`config.mk`:
```
export PLATFORM = sky130hd
export DESIGN_NAME = utf8_arabic_letter_check_unit_flat
export DESIGN_NICKNAME = d
export VERILOG_FILES = /design/src/hdl/u8alc_pkg.sv /design/src/hdl/u8alc_if.sv /design/src/hdl/u8alc_step.sv /design/src/hdl/utf8_arabic_letter_check_unit.sv /design/src/flat_wrapper.sv
export SDC_FILE = /design/constraint.sdc
export NUM_CORES = 1
export LEC_CHECK = 0
export ABC_CLOCK_PERIOD_IN_PS = 2000
export BUFFER_PORTS_ARGS = -buffer_cell sky130_fd_sc_hd__buf_4
export CELL_PAD_IN_SITES_DETAIL_PLACEMENT = 0
export CELL_PAD_IN_SITES_GLOBAL_PLACEMENT = 2
export CORE_ASPECT_RATIO = 0.9
export CORE_MARGIN = 8
export CORE_UTILIZATION = 34
export CTS_BUF_LIST = sky130_fd_sc_hd__clkbuf_8
export DETAILED_ROUTE_END_ITERATION = 7
export PLACE_DENSITY = 0.82
export SLEW_MARGIN = 30
export SYNTH_ARGS = -nofsm -noshare
export SYNTH_HDL_FRONTEND = slang
export SYNTH_HIERARCHICAL = 1
export SYNTH_SLANG_ARGS = --single-unit
```
`constraint.sdc`:
```
create_clock -name clock -period 2 [get_ports clock]
set_input_delay 0.2 -clock clock [delete_from_list [all_inputs] [get_ports clock]]
set_output_delay 0.2 -clock clock [all_outputs]
set_load 0.02 [all_outputs]
```
`src/hdl/u8alc_pkg.sv`:
```
// Package for the UTF-8 letter range check unit.
// Holds decoder state type, byte pattern constants and the code point range test.
// No dependencies.
`default_nettype none

package u8alc_pkg;

   // Position within a three-byte sequence
   localparam logic [1:0] POS_LEAD = 2'd0;
   localparam logic [1:0] POS_MID  = 2'd1;
   localparam logic [1:0] POS_LAST = 2'd2;

   // Byte class masks and patterns
   localparam logic [7:0] LEAD_MASK = 8'hF0;
   localparam logic [7:0] LEAD_PAT  = 8'hE0;
   localparam logic [7:0] CONT_MASK = 8'hC0;
   localparam logic [7:0] CONT_PAT  = 8'h80;

   // Accepted code point ranges
   localparam logic [15:0] RANGE_A_LO = 16'h0621;
   localparam logic [15:0] RANGE_A_HI = 16'h064A;
   localparam logic [15:0] RANGE_B_LO = 16'h0660;
   localparam logic [15:0] RANGE_B_HI = 16'h0669;
   localparam logic [15:0] RANGE_C_LO = 16'h066E;
   localparam logic [15:0] RANGE_C_HI = 16'h06D3;

   typedef struct packed {
      logic [1:0] seq_position;
      logic [3:0] lead_bits;
      logic [5:0] middle_bits;
      logic       failed;
   } dec_state_type;

   localparam dec_state_type DEC_STATE_RESET = '{
      seq_position: POS_LEAD, lead_bits: 4'd0, middle_bits: 6'd0, failed: 1'b0
   };

   // Input item as held in the stage register
   typedef struct packed {
      logic [7:0] data_byte;
      logic       has_byte;
      logic       is_last;
   } req_item_type;

   function automatic logic cp_accepted(input logic [15:0] cp);
      cp_accepted = ((cp >= RANGE_A_LO) && (cp <= RANGE_A_HI))
                 || ((cp >= RANGE_B_LO) && (cp <= RANGE_B_HI))
                 || ((cp >= RANGE_C_LO) && (cp <= RANGE_C_HI));
   endfunction

endpackage

`default_nettype wire

```
`src/hdl/u8alc_if.sv`:
```
// Valid/ready channel interfaces for the byte input and the answer output.
// No dependencies.
`default_nettype none

interface u8alc_req_if;
   logic       valid;
   logic       ready;
   logic [7:0] data_byte;
   logic       has_byte;
   logic       is_last;

   modport source (output valid, data_byte, has_byte, is_last, input ready);
   modport sink   (input valid, data_byte, has_byte, is_last, output ready);
endinterface

interface u8alc_rsp_if;
   logic valid;
   logic ready;
   logic all_arabic;

   modport source (output valid, all_arabic, input ready);
   modport sink   (input valid, all_arabic, output ready);
endinterface

`default_nettype wire

```
`src/hdl/u8alc_step.sv`:
```
// One decode step: next decoder state and string answer for one item.
// Depends on u8alc_pkg.
`default_nettype none

module u8alc_step
   import u8alc_pkg::*;
(
   input  dec_state_type cur_state,
   input  req_item_type  item,
   output dec_state_type next_state,
   output logic          answer
);

   dec_state_type upd;
   logic [15:0]   cp;
   logic          is_cont;
   logic          is_lead;

   assign is_cont = (item.data_byte & CONT_MASK) == CONT_PAT;
   assign is_lead = (item.data_byte & LEAD_MASK) == LEAD_PAT;
   assign cp      = {cur_state.lead_bits, cur_state.middle_bits, item.data_byte[5:0]};

   // Byte decode
   always_comb begin
      upd = cur_state;
      if (item.has_byte) begin
         unique case (cur_state.seq_position)
            POS_MID: begin
               if (is_cont) begin
                  upd.middle_bits  = item.data_byte[5:0];
                  upd.seq_position = POS_LAST;
               end else begin
                  upd.failed       = 1'b1;
                  upd.seq_position = POS_LEAD;
               end
            end
            POS_LAST: begin
               if (!is_cont || !cp_accepted(cp)) begin
                  upd.failed = 1'b1;
               end
               upd.seq_position = POS_LEAD;
            end
            // lead position, unused code acts the same
            default: begin
               if (is_lead) begin
                  upd.lead_bits    = item.data_byte[3:0];
                  upd.seq_position = POS_MID;
               end else begin
                  upd.failed       = 1'b1;
                  upd.seq_position = POS_LEAD;
               end
            end
         endcase
      end
   end

   // Answer and end-of-string clear
   assign answer     = !upd.failed && (upd.seq_position == POS_LEAD);
   assign next_state = item.is_last ? DEC_STATE_RESET : upd;

endmodule

`default_nettype wire

```
`src/hdl/utf8_arabic_letter_check_unit.sv`:
```
// Top level of the UTF-8 letter range check unit: input stage, decoder, answer register.
// Depends on u8alc_pkg, u8alc_if and u8alc_step.
//
//  channel   dir  payload                         handshake
//  req_ch    in   data_byte[7:0] has_byte is_last valid/ready
//  rsp_ch    out  all_arabic                      valid/ready
//
// One byte per cycle while no stalled answer blocks; the decoder loop (u8alc_step) sets it.
// The last item passes the input stage register, then the answer register raises valid.
// Synchronous active-high reset clears the decoder state and both valid flags.
// A stalled answer holds the stage; the stage still drains items that end no string.
`default_nettype none

module utf8_arabic_letter_check_unit
   import u8alc_pkg::*;
(
   input  wire logic   clock,
   input  wire logic   reset,
   u8alc_req_if.sink   req_ch,
   u8alc_rsp_if.source rsp_ch
);

   logic          s1_valid_ff, s1_valid_in;
   req_item_type  s1_item_ff;
   dec_state_type st_ff, st_in;
   logic          rsp_valid_ff, rsp_valid_in;
   logic          rsp_ans_ff;
   logic          step_answer;
   logic          s1_fire;
   logic          req_fire;
   logic          rsp_free;

   u8alc_step u_step (
      .cur_state  (st_ff),
      .item       (s1_item_ff),
      .next_state (st_in),
      .answer     (step_answer)
   );

   // Stage advance control
   assign rsp_free     = !rsp_valid_ff || rsp_ch.ready;
   assign s1_fire      = s1_valid_ff && (!s1_item_ff.is_last || rsp_free);
   assign req_ch.ready = !s1_valid_ff || s1_fire;
   assign req_fire     = req_ch.valid && req_ch.ready;
   assign s1_valid_in  = req_fire || (s1_valid_ff && !s1_fire);
   assign rsp_valid_in = (s1_fire && s1_item_ff.is_last) || (rsp_valid_ff && !rsp_ch.ready);

   always_ff @(posedge clock) begin
      if (reset) begin
         s1_valid_ff  <= 1'b0;
         rsp_valid_ff <= 1'b0;
         st_ff        <= DEC_STATE_RESET;
      end else begin
         s1_valid_ff  <= s1_valid_in;
         rsp_valid_ff <= rsp_valid_in;
         if (s1_fire) begin
            st_ff <= st_in;
         end
      end
   end

   // Payload registers
   always_ff @(posedge clock) begin
      if (req_fire) begin
         s1_item_ff <= '{data_byte: req_ch.data_byte, has_byte: req_ch.has_byte,
                         is_last: req_ch.is_last};
      end
      if (s1_fire && s1_item_ff.is_last) begin
         rsp_ans_ff <= step_answer;
      end
   end

   assign rsp_ch.valid      = rsp_valid_ff;
   assign rsp_ch.all_arabic = rsp_ans_ff;

   // Checks
   a_clear_after_end: assert property (@(posedge clock) disable iff (reset)
      s1_fire && s1_item_ff.is_last |=> st_ff == DEC_STATE_RESET)
      else $error("decoder state not cleared after string end");

   a_pos_legal: assert property (@(posedge clock) disable iff (reset)
      st_ff.seq_position != 2'd3)
      else $error("unused sequence position reached");

   a_stall_only_full: assert property (@(posedge clock) disable iff (reset)
      !req_ch.ready |-> s1_valid_ff && s1_item_ff.is_last && rsp_valid_ff)
      else $error("input stalled without a pending answer");

   a_ans_hold: assert property (@(posedge clock) disable iff (reset)
      rsp_valid_ff && !rsp_ch.ready |=> rsp_valid_ff && $stable(rsp_ans_ff))
      else $error("pending answer overwritten");

endmodule

`default_nettype wire
```
`src/flat_wrapper.sv`:
```
// flat-port wrapper written by rule: the top's interface ports become plain ports
module utf8_arabic_letter_check_unit_flat import u8alc_pkg::*;
  (clock, reset, req_ch_valid, req_ch_data_byte, req_ch_has_byte, req_ch_is_last, req_ch_ready, rsp_ch_valid, rsp_ch_all_arabic, rsp_ch_ready);
  u8alc_req_if req_ch_i ();
  u8alc_rsp_if rsp_ch_i ();
  input  wire logic clock;
  input  wire logic reset;
  input wire logic [$bits(req_ch_i.valid)-1:0] req_ch_valid;
  input wire logic [$bits(req_ch_i.data_byte)-1:0] req_ch_data_byte;
  input wire logic [$bits(req_ch_i.has_byte)-1:0] req_ch_has_byte;
  input wire logic [$bits(req_ch_i.is_last)-1:0] req_ch_is_last;
  output wire logic [$bits(req_ch_i.ready)-1:0] req_ch_ready;
  output wire logic [$bits(rsp_ch_i.valid)-1:0] rsp_ch_valid;
  output wire logic [$bits(rsp_ch_i.all_arabic)-1:0] rsp_ch_all_arabic;
  input wire logic [$bits(rsp_ch_i.ready)-1:0] rsp_ch_ready;
  assign req_ch_i.valid = req_ch_valid;
  assign req_ch_i.data_byte = req_ch_data_byte;
  assign req_ch_i.has_byte = req_ch_has_byte;
  assign req_ch_i.is_last = req_ch_is_last;
  assign req_ch_ready = req_ch_i.ready;
  assign rsp_ch_valid = rsp_ch_i.valid;
  assign rsp_ch_all_arabic = rsp_ch_i.all_arabic;
  assign rsp_ch_i.ready = rsp_ch_ready;
  utf8_arabic_letter_check_unit u_core (.clock(clock), .reset(reset), .req_ch(req_ch_i), .rsp_ch(rsp_ch_i));
endmodule
```
Word-level counts from Yosys, hierarchy flattened
Index checks and enable logic that the tools add are counted.
Operators by class
  reduce and logical (&&, ||, !) cells: 33
  order comparisons: 6
  eq/ne operators: 5
  mux-type cells: 13
Operator list (number)
  greater-or-equal comparator 16 x 11 -> 1 bit, second input constant: 3
  less-or-equal comparator 16 x 11 -> 1 bit, second input constant: 3
  2-to-1 mux 13 bit: 2
  2-to-1 mux 6 bit: 2
  logical AND 1 bit: 9
  logical NOT 1 bit: 8
  logical OR 1 bit: 8
  2-to-1 mux 4 bit: 2
  AND reduction 4 bit: 2
  nonzero test 2 bit: 4
  equality test 2 bit, second input constant: 2
  equality test 4 bit, second input constant: 1
  2-to-1 mux 1 bit: 4
  case mux 2 bit (2 select lines): 1
  equality test 2 x 1 -> 1 bit, second input constant: 1
  logical NOT 2 bit: 1
  2-to-1 mux 2 bit: 1
  != test 2 x 1 -> 1 bit, second input constant: 1
  case mux 1 bit (2 select lines): 1
  OR reduction 2 bit: 1
Storage, ports and cells
  input port bits: 14
  logic and storage cells: 67
  output and inout bits: 3
  register bits after elaboration: 26

Depth between registers and ports, before layout
  word-level depth: 11
  mapped depth: 9

By module
The synthesis kept the hierarchy.
By module, submodules not included
  utf8_arabic_letter_check_unit: cells an instance 78, area an instance 1023.5 um^2, times used 1
  u8alc_step: cells an instance 64, area an instance 405.4 um^2, times used 1

Worst setup path after synthesis
Ideal clock, no wire load.
  kind: register -> register
  from: reg u_core/st_ff[11] in the netlist's numbering
  to: reg u_core/st_ff[0] in the netlist's numbering
  setup slack: 116 ps
  required time: 1928 ps
  data arrival time: 1812 ps
  setup time: 72 ps
  stages on the path, launching flop included: 10
  cell sequence: dfxtp_1 inv_1 ha_1 and4b_1 a21oi_1 o21ai_0 o32ai_2 nor2b_1 nand2b_1 mux2i_1
RTL lines
  start: declaration: line utf8_arabic_letter_check_unit.sv:25  | dec_state_type st_ff, st_in;
  start signal: assignment: line utf8_arabic_letter_check_unit.sv:57  | st_ff <= st_in;

==> metrics.cfg <==
[synthesis]
synth_flop_cell=dfxtp_1
syn-num-nets=158
seq_area_frac_synth_pct=44.1
synthArstFlopShare_pct=0
synth_area_leaders=edfxtp_1, dfxtp_1, mux2i_1, nand2b_1, nor2_1
synth_edf_count=11
post-synth-top-area-cell=edfxtp_1
post-synth-top-count-cell=nand2b_1
ys_ff_latch=26
syn_area_um2=1430
synth_top_area_share_pct=23.1
yosys-top-cells-count=nand2b_1, mux2i_1, nor2_1
synthCells=142
ys_types=33
yosysWarnings=6
avgSynthCellArea_um2=10.1

[sta]
setup_slack_ns=0.124
max_freq_ghz=0.533
post-route-min-period_ns=1.88
tns_ns=0
worst_slew_pin_slew_ns=0.367
setup-violations-final=0
hold_viol_final=0
clock_skew_ns=0.00429
slew_violations=0
whs_ns=0.0918
max_slew_margin_pct=75.3
fin_crit_sh_pct=93.8

[layout]
num_antenna_cells=0
layout.nets=183
area_growth_syn_to_layout_pct=21.4
final_core_util_pct=42.9
fillCellCount=387
drive_gt1_share_pct=22.9

[global_route]
gr-usage-all-layers_pct=9.21
grt_max_degree=29
grt_pass1_wl_mm=5.02
antenna_found_initial=0
overflow=0
grt_pass1_vias=1106

[floorplan]
coreArea_um2=4050
fp.dieH_um=77.5
ioPinCount=17
die_w_um=84.3
rows=22
start_util_pct=35.3
fp.dieArea_um2=6540

[setup_path]
arrival_ns=2.09
ff2ff_setup_slack_ns=0.12
reg2reg_depth=8
worstSetupPathType=reg2reg
worstPathRequired_ns=2.22
cp_max_fo=4
critPathCaptureType=flip-flop
start_kind=flip-flop
rr_startpoint=u_core/st_ff[12]
r2r_end=u_core/st_ff[0]

[place]
pre_cts_slack_ns=0.0841
io_buffers=16
gp_congestion=0.799
dp_hpwl_mm=2.12

[cts]
clock_sinks=26
cts_buffer_depth=2
insertion_delay_ns=0.28
cts_tree=yes
path_clk_slew_ns=0.09
root_buffer=clkbuf_8
cts_max_level=1
cts_buffers=3

[power]
p_leak_nw=0.652
powerDensity_nw_per_um2=651
vdd_ir_drop_max_uv=428

[route]
drcViolationCount=0
wirelength_mm=2.93
vias=1060
wire_per_inst_um=13.7
ant_nets=0
first_pass_iters=4
viasPerCell=4.95
drtIter0Drc=36

[hold_path]
hold_end=u_core/s1_item_ff[2]
min_path_type=in2reg
hp-start=req_ch_data_byte[0]
holdPathStages=1

[run_status]
status=finished clean

[flow_run]
cap_violations=0

placed cells by master, fill, tap and decap left out, drive strengths merged, types with 2 or more instances in the layout:
cell and instances:
a21oi 8, a31oi 3, and3 2, buf 26
clkbuf 3, dfxtp 15, edfxtp 11, ha 2
inv 5, mux2i 22, nand2b 27, nor2 17
nor2b 4, nor4 2, o21ai 4
cell families (layout without fill, tap and decap cells):
group | count (synthesis) | in the layout | synth area share (%)
and+or+nand+nor | 61 | 61 | 25.0
DFF | 26 | 26 | 44.1
muxes | 22 | 22 | 15.4
AOI/OAI and AO/OA | 20 | 20 | 9.63
buffers and inverters | 11 | 35 | 4.12
adders and majority gates | 2 | 2 | 1.75
per-stage QoR:
step / instances / total power [mW] / cell area, um2
after floorplan: 142 / 0.653 / 1430
after global placement: 209 / 0.695 / 1640
after detailed placement: 209 / 0.697 / 1640
after CTS: 213 / 1.14 / 1710
after global routing: 214 / 1.18 / 1730
final: 214 / 1.13 / 1730
flip-flops by register name, indices dropped and copies added (netlist names):
signal	cells
u_core/rsp_ch.valid	1
u_core/s1_item_ff	10
u_core/s1_valid_ff	1
u_core/st_ff	13
u_core/rsp_ch.all_arabic	1
area by class of cell:
type | count | area (um2) | area share (%)
multi-input cells | 105 | 758 | 43.7
flip-flops and latches | 26 | 631 | 36.4
repair buffers | 26 | 195 | 11.3
well taps | 48 | 60.1 | 3.46
clock buffers | 3 | 41.3 | 2.38
clock inverters | 1 | 30.0 | 1.73
inverters | 5 | 18.8 | 1.08
how the worst max path moves through the flow:
stage / startpoint / to / slack (ns)
3_3_place_gp: u_core/st_ff[11] / u_core/st_ff[0] / 0.13
2_1_floorplan: u_core/st_ff[11] / u_core/st_ff[0] / 0.12
6_report: u_core/st_ff[12] / u_core/st_ff[0] / 0.12
5_1_grt: u_core/st_ff[12] / u_core/st_ff[0] / -0.0008
4_1_cts: u_core/st_ff[11] / u_core/st_ff[0] / 0.06
3_5_place_dp: u_core/st_ff[11] / u_core/st_ff[0] / 0.08
report_power, final:
part           internal [mW]  switching (mW)
Clock                  0.268           0.175
Combinational         0.0565          0.0454
Sequential             0.570          0.0145
Total                  0.894           0.235
timing repair:
item	4_1_cts	5_1_grt
gates resized for setup	0	4
setup endpoints to repair	0	1
hold buffers	0	0
setup buffers	0	1
worst max-delay path, cell delays in order (launching register included):
cell,delay [ns]
dfxtp_1,0.45
ha_4,0.25
and4b_1,0.22
a21oi_2,0.15
o21ai_0,0.11
o32ai_2,0.30
nor2b_2,0.18
nand2b_1,0.05
mux2i_1,0.11
layer usage:
layer,vias up,share of wire [%],global-route usage (%)
met2,17,49,15.5
met4,0,1.5,4.07
met3,4,2.7,1.88
li1,545,-,-
met5,-,0,0
met1,494,47,11.1
No activity file was read; power rests on OpenSTA's default activity.
